`src/rtl/core/larger_than_life_ca_step_assert.svh`:
```
// Assertion macros used by the back end of the Larger-than-Life step.
`ifndef LARGER_THAN_LIFE_CA_STEP_ASSERT_SVH
`define LARGER_THAN_LIFE_CA_STEP_ASSERT_SVH
`ifndef SYNTHESIS
// Same-cycle implication, disabled while reset is high.
`define LTL_ASSERT_IMPLY(name, clock, reset, ante, cons, msg) \
  name: assert property (@(posedge clock) disable iff (reset) (ante) |-> (cons)) \
    else $error(msg);
// Next-cycle implication, disabled while reset is high.
`define LTL_ASSERT_NEXT(name, clock, reset, ante, cons, msg) \
  name: assert property (@(posedge clock) disable iff (reset) (ante) |=> (cons)) \
    else $error(msg);
`else
`define LTL_ASSERT_IMPLY(name, clock, reset, ante, cons, msg)
`define LTL_ASSERT_NEXT(name, clock, reset, ante, cons, msg)
`endif
`endif

```
`src/rtl/core/ltl_pkg.sv`:
```
// Package with the constants, word types and register codes of the Larger-than-Life step.
package ltl_pkg;

  // Neighborhood and line buffer geometry.
  localparam int RADIUS_CELLS  = 2;
  localparam int MAX_ROW_CELLS = 1024;
  localparam int SPAN          = 2 * RADIUS_CELLS;
  localparam int SIDE          = 2 * RADIUS_CELLS + 1;

  // Field and counter widths.
  localparam int COL_W    = $clog2(MAX_ROW_CELLS);
  localparam int W_W      = COL_W + 1;
  localparam int ROW_W    = 16;
  localparam int WIDTH_W  = 11;
  localparam int SLOT_W   = $clog2(SPAN);
  localparam int CSUM_W   = 6;
  localparam int CNT_W    = 10;

  // Configuration port.
  localparam int CFG_DATA_W = 16;
  localparam int CFG_IDX_W  = 3;
  localparam logic [CFG_IDX_W-1:0] CFG_SURVIVE_MIN   = 3'd0;
  localparam logic [CFG_IDX_W-1:0] CFG_SURVIVE_MAX   = 3'd1;
  localparam logic [CFG_IDX_W-1:0] CFG_BIRTH_MIN     = 3'd2;
  localparam logic [CFG_IDX_W-1:0] CFG_BIRTH_MAX     = 3'd3;
  localparam logic [CFG_IDX_W-1:0] CFG_PADDED_WIDTH  = 3'd4;
  localparam logic [CFG_IDX_W-1:0] CFG_PADDED_HEIGHT = 3'd5;

  // Decoupling queue between front and back.
  localparam int QUEUE_DEPTH = 4;
  localparam int QPTR_W      = $clog2(QUEUE_DEPTH);
  localparam int QCNT_W      = $clog2(QUEUE_DEPTH + 1);

  // Input word.
  typedef struct packed {
    logic cell_alive;
    logic frame_start;
  } cell_word_t;

  // Result word.
  typedef struct packed {
    logic             next_alive;
    logic [CNT_W-1:0] neighbor_count;
    logic             frame_last;
  } result_word_t;

  // Grid geometry registers.
  typedef struct packed {
    logic [WIDTH_W-1:0] padded_width;
    logic [ROW_W-1:0]   padded_height;
  } geometry_t;

  // Survival and birth ranges.
  typedef struct packed {
    logic [CNT_W-1:0] survive_min;
    logic [CNT_W-1:0] survive_max;
    logic [CNT_W-1:0] birth_min;
    logic [CNT_W-1:0] birth_max;
  } rule_t;

  // One classified cell, as the front hands it to the back.
  typedef struct packed {
    logic              alive;
    logic [COL_W-1:0]  col;
    logic [COL_W-1:0]  ccol;
    logic [SLOT_W-1:0] slot;
    logic [SLOT_W-1:0] cslot;
    logic              r_zero;
    logic              r_ge_span;
    logic              c_zero;
    logic              c_ge_side;
    logic              emit;
    logic              last;
  } item_t;

endpackage

```
`src/rtl/core/ltl_queue.sv`:
```
// Short queue of classified cells between the front and the back.
module ltl_queue (
  input  logic           clk,
  input  logic           rst,
  input  logic           push,
  input  ltl_pkg::item_t push_item,
  input  logic           pop,
  output ltl_pkg::item_t head,
  output logic           head_valid,
  output logic           full
);
  import ltl_pkg::*;

  item_t             entries [QUEUE_DEPTH];
  logic [QPTR_W-1:0] wr_ptr, rd_ptr;
  logic [QCNT_W-1:0] count;

  assign head       = entries[rd_ptr];
  assign head_valid = (count != '0);
  assign full       = (count == QCNT_W'(QUEUE_DEPTH));

  // Storage.
  always_ff @(posedge clk) begin
    if (push) begin
      entries[wr_ptr] <= push_item;
    end
  end

  // Pointers and fill count.
  always_ff @(posedge clk) begin
    if (rst) begin
      wr_ptr <= '0;
      rd_ptr <= '0;
      count  <= '0;
    end else begin
      if (push) begin
        wr_ptr <= (wr_ptr == QPTR_W'(QUEUE_DEPTH - 1)) ? '0 : wr_ptr + QPTR_W'(1);
      end
      if (pop) begin
        rd_ptr <= (rd_ptr == QPTR_W'(QUEUE_DEPTH - 1)) ? '0 : rd_ptr + QPTR_W'(1);
      end
      if (push && !pop) begin
        count <= count + QCNT_W'(1);
      end else if (pop && !push) begin
        count <= count - QCNT_W'(1);
      end
    end
  end

endmodule

```
`config.mk`:
```
export PLATFORM = sky130hd
export DESIGN_NAME = ltl_queue
export DESIGN_NICKNAME = d
export VERILOG_FILES = /design/src/rtl/core/larger_than_life_ca_step_assert.svh /design/src/rtl/core/ltl_pkg.sv /design/src/rtl/core/ltl_queue.sv
export SDC_FILE = /design/constraint.sdc
export NUM_CORES = 1
export LEC_CHECK = 0
export BUFFER_PORTS_ARGS = -buffer_cell sky130_fd_sc_hd__buf_2
export CAP_MARGIN = 40
export CORE_MARGIN = 5
export CORE_UTILIZATION = 60
export CTS_CLUSTER_DIAMETER = 60
export DETAILED_ROUTE_END_ITERATION = 10
export PLACE_DENSITY_LB_ADDON = 0.12
export SYNTH_ARGS = -nofsm -noshare
export SYNTH_HDL_FRONTEND = slang
export SYNTH_SLANG_ARGS = --single-unit
export TNS_END_PERCENT = 100
```
`constraint.sdc`:
```
create_clock -name clk -period 2.6 [get_ports clk]
set_input_delay 0.39 -clock clk [delete_from_list [all_inputs] [get_ports clk]]
set_output_delay 0.39 -clock clk [all_outputs]
set_load 0.02 [all_outputs]
```
==> qor.yml <==
status: "finished clean"
overflow: 0
grt_pass1_vias: 2494
final_area_um2: 5990
wl_met3_um: 430
finalClockSkew_ns: 0.00748
root_buffer: "clkbuf_8"
cap_violations: 0
hold_path.class: "input pin to flip-flop"
crit_required_ns: 2.21
tightest_slew_ns: 0.415
cts_resized: 0
fin_crit_ns: 2.30
ys_types: 17
p_clk_share_pct: 43.0
drc: 0
post_cts_buffers: 0
syn_nets: 247
slowest_stage: "mux4_2"
postSynthAreaPerCell_um2: 24.0
rows: 33
irDropWorstVdd_v: 0.000549
fmax_mhz: 435
final.setup.worst_slack_ns: 0.300
cts_tree: "yes"
slew_violations: 0
crit_path_end_kind: "primary output"
final_hold_viol_count: 0
core_um2: 8090
die_area_um2: 10100
gp_congestion: 0.740
r2r-start: "wr_ptr[0]"
ys_seq_area_share_pct: 79.4
top_layer_used: "met4"
yosysWarnings: 0
drt-initial-drc-count: 131
p_seq_share_pct: 48.0
cp.arrival_ns: 1.91
synthTopCellsByArea: "edfxtp_1, mux4_2, dfxtp_1"
crit_fanout: 18
numCtsBuffers: 17
grtUsageTotal_pct: 18.1
vias: 2265
whs_ns: 0.0996
power.leakage_nw: 2.11
wl_um: 8120
ant_nets: 0
clk_pin_slew_ns: 0.05
h-tree-depth: 4
die_x_um: 101
critPathMaxStageDelay_ns: 0.58
yosysTopAreaCell: "edfxtp_1"
drt_pass1_iterations: 4
grt_max_degree: 23
wl_met1_um: 3130
wl_met2_um: 4420
clkSinkCount: 133
swShare_pct: 21.2
period_share_pct: 88.5
nFillCells: 499
tns_ns: 0
viasPerCell: 5.52
hold_buffers: 0
power_density_nw_per_um2: 866
place_ws_ns: 0.739
relSlewSlack_pct: 72.3
portBuffers: 67
pin_count: 68
insertion_delay_ns: 0.50
drive_above_1_share_pct: 44.3
netlist_area_um2: 4920
p_comb_share_pct: 9.0
syn2layout_area_growth_pct: 21.8
wl_per_cell_um: 19.8
die_h_um: 101
synthesis.instances: 205
post-dp-hpwl_um: 5140
antenna_found_initial: 0
post_dp_cell_area_um2: 5430
start_util_pct: 60.7
finalNetCount: 335
antenna_cells: 0
finalSetupViolations: 0
ys_ff_latch: 133
hold_start: "push_item[10]"
p_int_mw: 4.09
grt_pass1_wl_um: 13000
clockBufferDepth: 2
final_util_pct: 74.0
path_cells: "buf_4 -> mux4_2 -> buf_2"
path_class: "flip-flop to primary output"
synth_top_area_share_pct: 75.7
p_sw_mw: 1.10
startpoint_type: "flip-flop"
rsz0062_at_grt: "no"
==> metal layers <==
metal,GRT usage [%],vias to the layer above
met5,0,-
met4,8.39,0
met3,5.40,10
met2,30.3,58
met1,21.7,1161
li1,-,1036
==> synthesized netlist by cell type, drive strengths merged <==
cell and number:
edfxtp 124, mux4 31, dfxtp 9, nor2 7, buf 6, ha 6, and2 4, inv 4
mux2i 4, a21oi 2, nor3b 2, or3 2, xor2 2, fa 1, o21ai 1
==> worst paths after layout <==
kind                          to  slack (ns)  depth (start not counted)
setup / recovery        head[22]        0.30                          3
hold / removal    entries[3][10]         0.1                          1
setup reg to reg  entries[0][30]        0.96                          4
hold reg to reg         count[2]        0.51                          2
==> logic make-up after synthesis <==
kind of cell / Yosys count / synth area share [%]
fa+ha+maj: 7 / 1.93
flops: 133 / 79.4
mux: 35 / 15.1
xor+xnor: 2 / 0.356
buf+inv: 10 / 1.30
compound gates: 3 / 0.305
simple gates: 15 / 1.60
==> final cells by class <==
class / instances / area, um2 / share of cell area (%)
well taps: 105 / 131 / 2.19
multi-input cells: 62 / 953 / 15.9
inverters: 4 / 15.0 / 0.251
clock inverters: 11 / 135 / 2.26
flip-flops and latches: 133 / 3910 / 65.2
clock buffers: 20 / 425 / 7.11
repair buffers: 75 / 420 / 7.02
==> sequential cells by signal, indices dropped and copies added (netlist names), named ones only <==
| signal | cells |
|---|---|
| entries | 124 |
| rd_ptr | 2 |
| count | 3 |
| wr_ptr | 2 |
==> stage by stage <==
stage	cells	power, mW
2_1_floorplan	205	2.83
3_3_place_gp	379	2.99
3_5_place_dp	379	3.01
4_1_cts	410	5.24
5_1_grt	410	5.38
6_report	410	5.19
==> layout by cell type (no fill, tap or decap), types with 3 or more instances in the layout <==
cell,count
clkinv_1,4
buf_2,67
inv_1,4
edfxtp_1,124
mux2i_1,4
dfxtp_1,7
clkbuf_1,3
bufinv_16,3
buf_4,6
and2_2,4
clkbuf_16,16
ha_1,6
nor2_1,7
mux4_2,30
==> worst max-delay path: cells and delay by family, from the launching register on <==
kind / cells / cell delay (ns)
flip-flops: 1 / 0.33
multiplexers: 1 / 0.58
buffers and inverters: 2 / 0.50
==> power groups by stage <==
stage / Sequential (mW) / Clock (mW) / Combinational, mW
after floorplan: 2.52 / 0 / 0.310
after global placement: 2.53 / 0 / 0.465
after detailed placement: 2.53 / 0 / 0.473
after CTS: 2.49 / 2.27 / 0.477
after global routing: 2.50 / 2.38 / 0.502
final: 2.49 / 2.23 / 0.465
Note: power is estimated with default switching activity, not from simulation.
