==> src/rtl/core/larger_than_life_ca_step_assert.svh <==
// Assertion macros used by the back end of the Larger-than-Life step.
`ifndef LARGER_THAN_LIFE_CA_STEP_ASSERT_SVH
`define LARGER_THAN_LIFE_CA_STEP_ASSERT_SVH
`ifndef SYNTHESIS
// Same-cycle implication, disabled while reset is high.
`define LTL_ASSERT_IMPLY(name, clock, reset, ante, cons, msg) \
  name: assert property (@(posedge clock) disable iff (reset) (ante) |-> (cons)) \
    else $error(msg);
// Next-cycle implication, disabled while reset is high.
`define LTL_ASSERT_NEXT(name, clock, reset, ante, cons, msg) \
  name: assert property (@(posedge clock) disable iff (reset) (ante) |=> (cons)) \
    else $error(msg);
`else
`define LTL_ASSERT_IMPLY(name, clock, reset, ante, cons, msg)
`define LTL_ASSERT_NEXT(name, clock, reset, ante, cons, msg)
`endif
`endif

==> src/rtl/core/ltl_pkg.sv <==
// Package with the constants, word types and register codes of the Larger-than-Life step.
package ltl_pkg;

  // Neighborhood and line buffer geometry.
  localparam int RADIUS_CELLS  = 2;
  localparam int MAX_ROW_CELLS = 1024;
  localparam int SPAN          = 2 * RADIUS_CELLS;
  localparam int SIDE          = 2 * RADIUS_CELLS + 1;

  // Field and counter widths.
  localparam int COL_W    = $clog2(MAX_ROW_CELLS);
  localparam int W_W      = COL_W + 1;
  localparam int ROW_W    = 16;
  localparam int WIDTH_W  = 11;
  localparam int SLOT_W   = $clog2(SPAN);
  localparam int CSUM_W   = 6;
  localparam int CNT_W    = 10;

  // Configuration port.
  localparam int CFG_DATA_W = 16;
  localparam int CFG_IDX_W  = 3;
  localparam logic [CFG_IDX_W-1:0] CFG_SURVIVE_MIN   = 3'd0;
  localparam logic [CFG_IDX_W-1:0] CFG_SURVIVE_MAX   = 3'd1;
  localparam logic [CFG_IDX_W-1:0] CFG_BIRTH_MIN     = 3'd2;
  localparam logic [CFG_IDX_W-1:0] CFG_BIRTH_MAX     = 3'd3;
  localparam logic [CFG_IDX_W-1:0] CFG_PADDED_WIDTH  = 3'd4;
  localparam logic [CFG_IDX_W-1:0] CFG_PADDED_HEIGHT = 3'd5;

  // Decoupling queue between front and back.
  localparam int QUEUE_DEPTH = 4;
  localparam int QPTR_W      = $clog2(QUEUE_DEPTH);
  localparam int QCNT_W      = $clog2(QUEUE_DEPTH + 1);

  // Input word.
  typedef struct packed {
    logic cell_alive;
    logic frame_start;
  } cell_word_t;

  // Result word.
  typedef struct packed {
    logic             next_alive;
    logic [CNT_W-1:0] neighbor_count;
    logic             frame_last;
  } result_word_t;

  // Grid geometry registers.
  typedef struct packed {
    logic [WIDTH_W-1:0] padded_width;
    logic [ROW_W-1:0]   padded_height;
  } geometry_t;

  // Survival and birth ranges.
  typedef struct packed {
    logic [CNT_W-1:0] survive_min;
    logic [CNT_W-1:0] survive_max;
    logic [CNT_W-1:0] birth_min;
    logic [CNT_W-1:0] birth_max;
  } rule_t;

  // One classified cell, as the front hands it to the back.
  typedef struct packed {
    logic              alive;
    logic [COL_W-1:0]  col;
    logic [COL_W-1:0]  ccol;
    logic [SLOT_W-1:0] slot;
    logic [SLOT_W-1:0] cslot;
    logic              r_zero;
    logic              r_ge_span;
    logic              c_zero;
    logic              c_ge_side;
    logic              emit;
    logic              last;
  } item_t;

endpackage

==> src/rtl/core/ltl_front.sv <==
// Front end: tracks the raster position of arriving cells and classifies each one.
module ltl_front (
  input  logic               clk,
  input  logic               rst,
  input  logic               take,
  input  ltl_pkg::cell_word_t cell_data,
  input  ltl_pkg::geometry_t geometry,
  output ltl_pkg::item_t     item
);
  import ltl_pkg::*;

  logic [COL_W-1:0]  col, col_next;
  logic [ROW_W-1:0]  row, row_next;
  logic [SLOT_W-1:0] slot, slot_next;

  logic [W_W-1:0]    eff_w;
  logic [ROW_W-1:0]  eff_h;
  logic [COL_W-1:0]  entry_col, cur_col;
  logic [ROW_W-1:0]  entry_row, wrap_row, cur_row, row_inc;
  logic [SLOT_W-1:0] entry_slot, wrap_slot, cur_slot, slot_inc;
  logic [W_W-1:0]    col_inc;

  // Effective geometry: width at least one and clamped to the line buffer, height at least one.
  always_comb begin
    if (geometry.padded_width == '0) begin
      eff_w = W_W'(1);
    end else if (32'(geometry.padded_width) > 32'(MAX_ROW_CELLS)) begin
      eff_w = W_W'(MAX_ROW_CELLS);
    end else begin
      eff_w = W_W'(geometry.padded_width);
    end
    eff_h = (geometry.padded_height == '0) ? ROW_W'(1) : geometry.padded_height;
  end

  // Position of this cell, after a frame start and after wrapping a stale position.
  always_comb begin
    entry_col  = cell_data.frame_start ? '0 : col;
    entry_row  = cell_data.frame_start ? '0 : row;
    entry_slot = cell_data.frame_start ? '0 : slot;
    if ({1'b0, entry_col} >= eff_w) begin
      cur_col   = '0;
      wrap_row  = entry_row + ROW_W'(1);
      wrap_slot = (entry_slot == SLOT_W'(SPAN - 1)) ? '0 : entry_slot + SLOT_W'(1);
    end else begin
      cur_col   = entry_col;
      wrap_row  = entry_row;
      wrap_slot = entry_slot;
    end
    if (wrap_row >= eff_h) begin
      cur_row  = '0;
      cur_slot = '0;
    end else begin
      cur_row  = wrap_row;
      cur_slot = wrap_slot;
    end
  end

  // Classification handed to the back end.
  always_comb begin
    item.alive     = cell_data.cell_alive;
    item.col       = cur_col;
    item.ccol      = cur_col - COL_W'(RADIUS_CELLS);
    item.slot      = cur_slot;
    item.cslot     = (cur_slot >= SLOT_W'(RADIUS_CELLS)) ?
                     cur_slot - SLOT_W'(RADIUS_CELLS) : cur_slot + SLOT_W'(RADIUS_CELLS);
    item.r_zero    = (cur_row == '0);
    item.r_ge_span = (32'(cur_row) >= 32'(SPAN));
    item.c_zero    = (cur_col == '0);
    item.c_ge_side = (32'(cur_col) >= 32'(SIDE));
    item.emit      = (32'(cur_row) >= 32'(SPAN)) && (32'(cur_col) >= 32'(SPAN));
    item.last      = (cur_row == eff_h - ROW_W'(1)) && ({1'b0, cur_col} == eff_w - W_W'(1));
  end

  // Position of the following cell.
  always_comb begin
    col_inc  = {1'b0, cur_col} + W_W'(1);
    row_inc  = cur_row + ROW_W'(1);
    slot_inc = (cur_slot == SLOT_W'(SPAN - 1)) ? '0 : cur_slot + SLOT_W'(1);
    if (col_inc >= eff_w) begin
      col_next = '0;
      if (row_inc >= eff_h) begin
        row_next  = '0;
        slot_next = '0;
      end else begin
        row_next  = row_inc;
        slot_next = slot_inc;
      end
    end else begin
      col_next  = col_inc[COL_W-1:0];
      row_next  = cur_row;
      slot_next = cur_slot;
    end
  end

  // Position registers.
  always_ff @(posedge clk) begin
    if (rst) begin
      col  <= '0;
      row  <= '0;
      slot <= '0;
    end else if (take) begin
      col  <= col_next;
      row  <= row_next;
      slot <= slot_next;
    end
  end

endmodule

==> config.mk <==
export PLATFORM = sky130hd
export DESIGN_NAME = ltl_front
export DESIGN_NICKNAME = d
export VERILOG_FILES = /design/src/rtl/core/larger_than_life_ca_step_assert.svh /design/src/rtl/core/ltl_pkg.sv /design/src/rtl/core/ltl_front.sv
export SDC_FILE = /design/constraint.sdc
export NUM_CORES = 1
export LEC_CHECK = 0
export ABC_AREA = 1
export BUFFER_PORTS_ARGS = -buffer_cell sky130_fd_sc_hd__buf_2
export CORE_MARGIN = 3
export CORE_UTILIZATION = 60
export CTS_BUF_LIST = sky130_fd_sc_hd__clkbuf_4 sky130_fd_sc_hd__clkbuf_8
export CTS_CLUSTER_DIAMETER = 50
export DETAILED_ROUTE_END_ITERATION = 8
export GPL_ROUTABILITY_DRIVEN = 0
export PLACE_DENSITY_LB_ADDON = 0.25
export SKIP_CTS_REPAIR_TIMING = 1
export SYNTH_ARGS = -nofsm -noshare
export SYNTH_HDL_FRONTEND = slang
export SYNTH_SLANG_ARGS = --single-unit
==> constraint.sdc <==
create_clock -name clk -period 7.93 [get_ports clk]
set_clock_uncertainty 0.1 [all_clocks]
set_input_delay 0 -clock clk [delete_from_list [all_inputs] [get_ports clk]]
set_output_delay 0 -clock clk [all_outputs]
set_load 0.05 [all_outputs]
==> run_results.csv, run 1 <==
group,metric,value,unit
synth,yosysSeqAreaShare,0.0998,
setup_path,cpMostUsedCell,"nand2_1",
power,peakVddDrop,0.0707,mV
detailed_routing,wl_per_cell,14.7,um
detailed_routing,viasPerCell,5.60,
timing,maxSlewViolCount,0,
power,seqPwrFrac,0.307,
power,p_comb_frac,0.505,
detailed_routing,drcViolationCount,0,
power,power_density,81.5,nW/um^2
setup_path,required,8.02,ns
flow_run,maxCapViolCount,0,
final_layout,drive_above_1_share,0.132,
timing,fmax,0.143,GHz
synth,synth_area,5610,um^2
setup_path,cpPeakStageDelay,0.62,ns
setup_path,worst_setup_path_end_kind,"flip-flop",
setup_path,start_kind,"primary input",
final_layout,nNetsFinal,1101,
status,outcome,"finished clean",
timing,fin_setup_tns,0,ns
cts,cts_buffers,3,
worst_hold_path,hold_class,"in -> reg",
floorplanning,top_level_ports,63,
detailed_routing,routed_wl,16300,um
global_routing,grt_pass1_vias,5337,
detailed_routing,dr.first_iter.drc_count,635,
floorplanning,die_y,103,um
cts,htreeDepth,1,
timing,fin_crit_sh,0.881,
synth,syn_inst,958,
detailed_routing,firstDrtPassIters,6,
floorplanning,die_x,103,um
global_routing,grt_max_degree,29,
synth,synth_nets,1055,
detailed_routing,vias,6217,
global_routing,grt_usage,0.309,
floorplanning,rows,34,
timing,worstMarginPinSlew,1.01,ns
floorplanning,initial_core_util,0.631,
cts,cts_tree,"built",
cts,cts_sinks,28,
setup_path,critPathMaxFanout,22,
final_layout,final_cells,1111,
timing,rsz0062_at_grt,"false",
global_routing,grt_antenna_before_repair,0,
placement,dp_cells,1106,
cts,clock-root-buffer,"clkbuf_8",
global_routing,gr-total-overflow,0,
synth,synth_seq_cells,28,
floorplanning,dieArea,10600,um^2
setup_path,cp.arrival,7.08,ns
final_layout,antenna_cells,0,
power,internal_power,0.264,mW
synth,yosysWarningCount,0,
synth,syn_avg_cell_area,5.86,um^2
global_routing,grt_pass1_wl,26000,um
timing,final-hold-violation-count,0,
cts,clk_pin_slew,0.10,ns
cts,clock_path_buffers,2,
setup_path,crit_slowest_cell,"nor2_1",
power,p_leak,3.22,nW
timing,finalSetupViolations,0,
timing,period_minus_slack,6.98,ns
power,clockPowerShare,0.189,
final_layout,syn2layout_area_growth,6.66,%
power,switching_share,0.459,
setup_path,worstSetupPathType,"in -> reg",
placement,port_buffers,60,
cts,insertion_delay,0.28,ns
placement,hpwlAfterDp,13500,um
synth,synth_cell_type_count,52,
detailed_routing,final_antenna_net_count,0,
power,switchingPower,0.224,mW
floorplanning,coreArea,8890,um^2
timing,slew_headroom,0.321,
metal layers:
metal / vias to the layer above / wire [um] / GRT usage
met2: 288 / 6750 / 0.461
met4: 0 / 236 / 0.0538
li1: 3158 / - / -
met3: 21 / 1710 / 0.0426
met5: - / 0 / 0
met1: 2750 / 7650 / 0.475
logic make-up (layout without fill, tap and decap cells):
kind of cell    count (synthesis)  after routing  share of synthesized area
buf+inv                       176            221                      0.129
simple gates                  517            517                      0.426
flops                          28             28                     0.0998
compound gates                125            125                      0.124
xor+xnor                       47             47                     0.0760
fa+ha+maj                      65             65                      0.145
final timing paths:
path                                           from              endpoint  slack (ns)  depth (start not counted)
worst max-delay path                   geometry[23]   row[2]$_SDFFE_PP0P_        0.95                         39
worst min register to register  col[7]$_SDFFE_PP0P_   col[7]$_SDFFE_PP0P_        0.37                          2
worst min-delay path                           take  slot[0]$_SDFFE_PP0P_        0.02                          2
worst max register to register  col[6]$_SDFFE_PP0P_   row[2]$_SDFFE_PP0P_        1.22                         36
worst max-delay path, delay by kind of cell:
family,cells,cell delay [ns]
buffers and inverters,8,0.86
AO/OA/AOI/OAI,7,1.39
AND/OR/NAND/NOR,20,3.69
adder cells (fa/ha/maj),4,1.11
per-stage QoR:
| step | hold slack, ns | area (um^2) | worst slack [ns] | power (mW) | utilization |
|---|---|---|---|---|---|
| 6_report | 0.0214 | 5990 | 0.946 | 0.488 | 0.674 |
| 5_1_grt | 0.0168 | 5990 | 0.220 | 0.519 | 0.674 |
| 4_1_cts | -0.0994 | 5970 | 0.713 | 0.481 | 0.672 |
| 3_5_place_dp | -0.0994 | 5920 | 0.457 | 0.392 | 0.666 |
| 3_3_place_gp | -0.0994 | 5920 | 0.672 | 0.389 | 0.666 |
| 2_1_floorplan | 0.0671 | 5610 | 2.32 | 0.333 | - |
cell usage in the layout, fill, tap and decap left out, drive strengths merged:
cell type    instances
nand2              276
inv                154
nor2               128
ha                  65
nand3               65
buf                 61
a21oi               60
o21ai               44
xor2                39
dfxtp               28
nand4               20
nor3                14
xnor2                8
o21bai               5
and2                 4
clkbuf               4
nor4                 4
nand3b               3
o21a                 3
a31oi                3
o221ai               2
a22oi                2
clkinv               1
or2                  1
nor3b                1
o31ai                1
o311ai               1
and3                 1
o2111ai              1
o211ai               1
o22ai                1
a221oi               1
dlygate4sd3          1
power by group through the flow:
stage	Sequential, mW	Clock [mW]	Combinational [mW]
after floorplan	0.151	0	0.182
after global placement	0.153	0	0.237
after detailed placement	0.153	0	0.239
after CTS	0.149	0.0913	0.241
after global routing	0.150	0.0963	0.272
final	0.150	0.0922	0.246
Yosys cell counts, drive strengths merged:
master / instances / area, um^2
a21oi: 60 / 308
a221oi: 1 / 8.76
a22oi: 2 / 15.0
a31oi: 3 / 18.8
and2: 4 / 25.0
and3: 1 / 6.26
buf: 13 / 108
clkbuf: 8 / 30.0
clkinv: 1 / 5.00
dfxtp: 28 / 561
ha: 65 / 813
inv: 154 / 581
nand2: 276 / 1100
nand3: 65 / 343
nand3b: 3 / 22.5
nand4: 20 / 125
nor2: 128 / 631
nor3: 14 / 96.4
nor3b: 1 / 7.51
nor4: 4 / 31.3
o2111ai: 1 / 8.76
o211ai: 1 / 7.51
o21a: 3 / 22.5
o21ai: 44 / 231
o21bai: 5 / 37.5
o221ai: 2 / 17.5
o22ai: 1 / 6.26
o311ai: 1 / 8.76
o31ai: 1 / 7.51
or2: 1 / 6.26
xnor2: 8 / 85.1
xor2: 39 / 342
registers in the layout, indices dropped and copies added (netlist names):
register  flops
col          10
row          16
slot          2
layout make-up:
type                       count  area (um^2)
sequential                    28          561
timing repair buffer          62          318
fill                         865         2900
inverter                     155          586
tap                          108          135
multi-input combinational    754         4330
clock buffer                   4         55.1
Note: power is estimated with default switching activity, not from simulation.
==> run 2, diff against run 1 <==
--- a/config.mk
+++ b/config.mk
@@ -5,7 +5,6 @@
 export SDC_FILE = /design/constraint.sdc
 export NUM_CORES = 1
 export LEC_CHECK = 0
-export ABC_AREA = 1
 export BUFFER_PORTS_ARGS = -buffer_cell sky130_fd_sc_hd__buf_2
 export CORE_MARGIN = 3
 export CORE_UTILIZATION = 60
==> run 2 against run 1 <==
Wire length is 2.4% lower; critical endpoint is now row[13]$_SDFFE_PP0P_; power is 11% lower; highest routed layer unchanged; sequential power hardly changed; area after synthesis is 9.2% lower; via count is 7.8% lower; combinational power is 31% lower; largest cell class unchanged; utilization is 3.2 points higher; fmax is 5.6% lower; register-to-register slack worse by 0.69 ns.
==> run_results.csv, run 2 <==
group,metric,value,unit
flow_run,maxCapViolCount,0,
timing,worst_slack,0.534,ns
placement,port_buffers,60,
cts,clock-root-buffer,"clkbuf_8",
timing,final-hold-violation-count,0,
global_routing,grt_usage,0.320,
setup_path,crit_slowest_cell,"or4_1",
power,internal_power,0.270,mW
global_routing,grt_max_degree,30,
final_layout,final_util,0.705,
setup_path,start_kind,"flip-flop",
setup_path,rr_startpoint,"col[8]$_SDFFE_PP0P_",
synth,yosysWarningCount,0,
synth,synth_ff_type,"dfxtp_1",
timing,fmax,0.135,GHz
timing,fin_crit_sh,0.933,
setup_path,worst_setup_path_end_kind,"flip-flop",
cts,clk_pin_slew,0.10,ns
timing,finalSetupViolations,0,
cts,clock_path_buffers,2,
final_layout,antenna_cells,0,
setup_path,r2r_cells,31,
timing,slew_headroom,0.464,
floorplanning,initial_core_util,0.639,
synth,synth_area_leader_cell,"ha_1",
floorplanning,dieArea,9630,um^2
setup_path,worstSetupPathType,"reg -> reg",
final_layout,final_cells,851,
final_layout,syn2layout_area_growth,10.3,%
floorplanning,top_level_ports,63,
power,power_density,77.3,nW/um^2
synth,ys_async_sr_fraction,0,
power,switching_share,0.378,
synth,synth-edff-count,0,
global_routing,grt_pass1_vias,5401,
power,switchingPower,0.164,mW
detailed_routing,viasPerCell,6.73,
cts,cts_tree,"built",
timing,fin_setup_tns,0,ns
power,finalPower,0.434,mW
synth,synth_commonest_cells,"nor2_1 (72), nand2_1 (66), ha_1 (65)",
setup_path,r2r_setup_slack,0.53,ns
cts,cts_buffers,3,
timing,rsz0062_at_grt,"false",
floorplanning,coreArea,7970,um^2
setup_path,cp.arrival,7.52,ns
power,peakVddDrop,0.0543,mV
final_layout,layout_commonest_cell,"nor2_1",
detailed_routing,wl_per_cell,18.7,um
detailed_routing,vias,5731,
setup_path,required,8.05,ns
worst_hold_path,worstHoldStart,"take",
synth,syn_inst,701,
synth,synth_nets,798,
synth,synthTopCellsByArea,"ha_1 (16%), dfxtp_1 (11%), xnor2_1 (8.8%), nor2_1 (5.3%), nand2_1 (4.9%)",
timing,hold_ws,0.0519,ns
final_layout,final_cell_mix,"nor2_1 (72), nand2_1 (66), ha_1 (65), buf_2 (60), xnor2_1 (49)",
detailed_routing,final_antenna_net_count,0,
worst_hold_path,hold_depth,3,
global_routing,grt_use_met2,0.561,
global_routing,grt_busiest_layer,"met2",
synth,yosysMostFrequentCell,"nor2_1",
setup_path,critPathMaxFanout,15,
final_layout,drive_above_1_share,0.156,
placement,dp_slack,0.178,ns
synth,synth_area,5090,um^2
power,p_leak,2.45,nW
worst_hold_path,min_delay_worst_endpoint,"col[9]$_SDFFE_PP0P_",
floorplanning,die_x,98.2,um
status,outcome,"finished clean",
detailed_routing,drcViolationCount,0,
cts,cts_sinks,28,
setup_path,cpMostUsedCell,"ha_1",
cts,htreeDepth,1,
power,p_comb_frac,0.388,
detailed_routing,dr.first_iter.drc_count,531,
power,clockPowerShare,0.270,
global_routing,grt.met1_usage,0.385,
final_layout,final_area,5620,um^2
cts,insertion_delay,0.29,ns
final_layout,nNetsFinal,847,
floorplanning,die_y,98.2,um
global_routing,met3_usage,0.0357,
global_routing,gr-total-overflow,0,
final_layout,largest_reg_flops,16,
synth,yosysSeqAreaShare,0.110,
global_routing,grt_antenna_before_repair,0,
synth,synth_cell_type_count,81,
power,seqPwrFrac,0.342,
timing,period_minus_slack,7.40,ns
global_routing,grt_pass1_wl,25800,um
worst_hold_path,hold_class,"in -> reg",
placement,dp_cells,843,
placement,placed_area,5440,um^2
final_layout,regMostFlops,"row",
synth,syn_avg_cell_area,7.27,um^2
final_layout,largestRegisters,"row (16), col (10), slot (2)",
timing,maxSlewViolCount,0,
synth,synth_seq_cells,28,
detailed_routing,routed_wl,15900,um
placement,hpwlAfterDp,12700,um
floorplanning,rows,32,
detailed_routing,firstDrtPassIters,6,
synth,synth_top_cell_area_share,0.160,
setup_path,cpPeakStageDelay,0.56,ns
timing,worstMarginPinSlew,0.800,ns
setup_path,rr_endpoint,"row[13]$_SDFFE_PP0P_",
-- run 2: cells by family after synthesis --
logic type	count (synthesis)	share of synthesized area
buf+inv	74	0.0624
fa+ha+maj	65	0.160
simple gates	292	0.304
compound gates	170	0.234
flops	28	0.110
xor+xnor	67	0.120
mux	5	0.0106
-- run 2: power groups by stage --
stage          logic, mW  clock network (mW)  registers (mW)
4_1_cts            0.162               0.116           0.148
2_1_floorplan      0.117                   0           0.150
3_5_place_dp       0.162                   0           0.151
5_1_grt            0.184               0.123           0.149
6_report           0.169               0.117           0.148
3_3_place_gp       0.156                   0           0.151
-- run 2: cell type report --
class	count	area [um^2]
Multi-Input combinational cell	600	4300
Tap cell	102	128
Clock buffer	3	41.3
Sequential cell	28	561
Fill cell	679	2350
Clock inverter	1	30.0
Inverter	46	173
Timing Repair Buffer	71	385
-- run 2: worst max path at each step --
stage                                    from  slack (ns)  cells after the start                   end
after floorplan                  cell_data[0]        0.71                     34  row[12]$_SDFFE_PP0P_
after global placement           geometry[23]        0.36                     31   row[9]$_SDFFE_PP0P_
after detailed placement         geometry[22]        0.18                     33  row[13]$_SDFFE_PP0P_
after CTS                 col[7]$_SDFFE_PP0P_        0.25                     31  row[13]$_SDFFE_PP0P_
after global routing      col[8]$_SDFFE_PP0P_       0.006                     32  row[13]$_SDFFE_PP0P_
final                     col[8]$_SDFFE_PP0P_        0.53                     31  row[13]$_SDFFE_PP0P_
-- run 2: worst max-delay path, delay by kind of cell, from the launching register on --
kind,cells,cell delay [ns]
AOI/OAI and AO/OA,12,2.19
xor gates and xnor gates,1,0.31
adders and majority gates,4,1.08
buffers and inverters,2,0.43
DFF,1,0.37
and+or+nand+nor,12,2.85
-- run 2: per-layer routing --
metal  share of wire  vias to the layer above  routed length [um]
met1            0.39                     2654                6150
met2            0.47                      335                7510
met4           0.060                        0                 956
met5               0                        -                   0
li1                -                     2648                   -
met3           0.083                       94                1330
==> run 3, diff against run 2 <==
--- a/config.mk
+++ b/config.mk
@@ -12,7 +12,7 @@
 export CTS_CLUSTER_DIAMETER = 50
 export DETAILED_ROUTE_END_ITERATION = 8
 export GPL_ROUTABILITY_DRIVEN = 0
-export PLACE_DENSITY_LB_ADDON = 0.25
+export PLACE_DENSITY_LB_ADDON = 0.12
 export SKIP_CTS_REPAIR_TIMING = 1
 export SYNTH_ARGS = -nofsm -noshare
 export SYNTH_HDL_FRONTEND = slang
==> run 3 against run 2 <==
Via count down 2.8%; combinational power is essentially flat; die area is the same; power is 0.17% higher; global-route usage fell by 0.20 points; flip-flop and latch count stayed put; clock power hardly changed; critical endpoint unchanged; largest cell class unchanged; largest power group unchanged; highest routed layer unchanged.
==> run_results.csv, run 3 (synthesis results as in run 2) <==
group,metric,value,unit
cts,cts_sinks,28,
placement,placed_area,5450,um^2
timing,slew_headroom,0.417,
setup_path,cpPeakStageDelay,0.57,ns
final_layout,antenna_cells,0,
floorplanning,dieArea,9630,um^2
setup_path,required,8.03,ns
final_layout,drive_above_1_share,0.152,
setup_path,worst_setup_path_end_kind,"flip-flop",
timing,fin_crit_sh,0.950,
flow_run,maxCapViolCount,0,
floorplanning,die_y,98.2,um
timing,worst_slack,0.400,ns
floorplanning,rows,32,
setup_path,crit_slowest_cell,"or4_1",
setup_path,cp.arrival,7.63,ns
power,peakVddDrop,0.0517,mV
worst_hold_path,hold_class,"in -> reg",
detailed_routing,wl_per_cell,18.7,um
global_routing,grt_pass1_wl,25500,um
timing,fmax,0.133,GHz
detailed_routing,firstDrtPassIters,6,
detailed_routing,dr.first_iter.drc_count,497,
final_layout,largest_reg_flops,16,
power,finalPower,0.435,mW
timing,finalSetupViolations,0,
cts,htreeDepth,1,
placement,hpwlAfterDp,12700,um
global_routing,grt_usage,0.318,
timing,final-hold-violation-count,0,
detailed_routing,routed_wl,15900,um
timing,period_minus_slack,7.53,ns
status,outcome,"finished clean",
cts,insertion_delay,0.29,ns
placement,dp_slack,-0.000889,ns
final_layout,nNetsFinal,847,
setup_path,r2r_setup_slack,0.40,ns
cts,clock_path_buffers,2,
final_layout,syn2layout_area_growth,9.97,%
floorplanning,initial_core_util,0.639,
final_layout,final_area,5600,um^2
placement,dp_cells,845,
detailed_routing,vias,5573,
global_routing,grt_antenna_before_repair,0,
power,p_leak,2.45,nW
power,power_density,77.7,nW/um^2
setup_path,start_kind,"flip-flop",
cts,clk_pin_slew,0.11,ns
timing,worstMarginPinSlew,0.869,ns
detailed_routing,viasPerCell,6.55,
cts,cts_tree,"built",
final_layout,layout_commonest_cell,"nor2_1",
placement,port_buffers,60,
floorplanning,top_level_ports,63,
setup_path,critPathMaxFanout,15,
cts,clock-root-buffer,"clkbuf_8",
floorplanning,die_x,98.2,um
final_layout,final_cells,851,
detailed_routing,drcViolationCount,0,
final_layout,final_cell_mix,"nor2_1 (72), nand2_1 (66), ha_1 (65), buf_2 (60), xnor2_1 (50)",
setup_path,worstSetupPathType,"reg -> reg",
floorplanning,coreArea,7970,um^2
timing,maxSlewViolCount,0,
global_routing,grt_max_degree,30,
cts,cts_buffers,3,
global_routing,grt_pass1_vias,5346,
global_routing,gr-total-overflow,0,
final_layout,largestRegisters,"row (16), col (10), slot (2)",
detailed_routing,final_antenna_net_count,0,
final_layout,regMostFlops,"row",
final_layout,final_util,0.703,
==> run 3: through the flow <==
step | hold WS, ns | TNS (ns)
3_3_place_gp | -0.0994 | 0
3_5_place_dp | -0.0994 | -0.000889
2_1_floorplan | 0.0671 | 0
5_1_grt | 0.0712 | -0.422
4_1_cts | -0.0994 | 0
6_report | 0.0625 | 0
==> run 3: routing by layer <==
layer / global-route usage / up-vias / share of wire
met5: 0 / - / 0
met4: 0.167 / 0 / 0.051
met3: 0.0286 / 67 / 0.063
met2: 0.559 / 298 / 0.48
met1: 0.384 / 2566 / 0.41
li1: - / 2642 / -
==> run 3: report_power, final <==
part / switching [mW] / total, mW / internal [mW] / leakage (nW)
clock: 0.0509 / 0.119 / 0.0677 / 0.0357
sequential: 0.00398 / 0.148 / 0.144 / 0.228
combinational: 0.110 / 0.168 / 0.0579 / 2.19
==> run 3: path summary, 6_finish.rpt <==
path	depth (start not counted)	startpoint	to
setup / recovery	32	col[9]$_SDFFE_PP0P_	row[13]$_SDFFE_PP0P_
hold / removal	3	take	col[1]$_SDFFE_PP0P_
setup reg to reg	32	col[9]$_SDFFE_PP0P_	row[13]$_SDFFE_PP0P_
hold reg to reg	2	col[1]$_SDFFE_PP0P_	col[1]$_SDFFE_PP0P_
==> run 3: critical path: cells and delay by family, from the launching register on <==
family | cells | cell delay, ns
flops | 1 | 0.40
fa+ha+maj | 4 | 1.16
compound gates | 15 | 2.75
xor+xnor | 1 | 0.40
simple gates | 9 | 2.05
buf+inv | 3 | 0.58
==> run 3: layout make-up <==
class / instances / area (um^2)
repair buffers: 72 / 405
inverters: 46 / 173
clock inverters: 1 / 30.0
well taps: 102 / 128
flip-flops and latches: 28 / 561
clock buffers: 3 / 41.3
multi-input cells: 599 / 4270
fillers: 712 / 2360
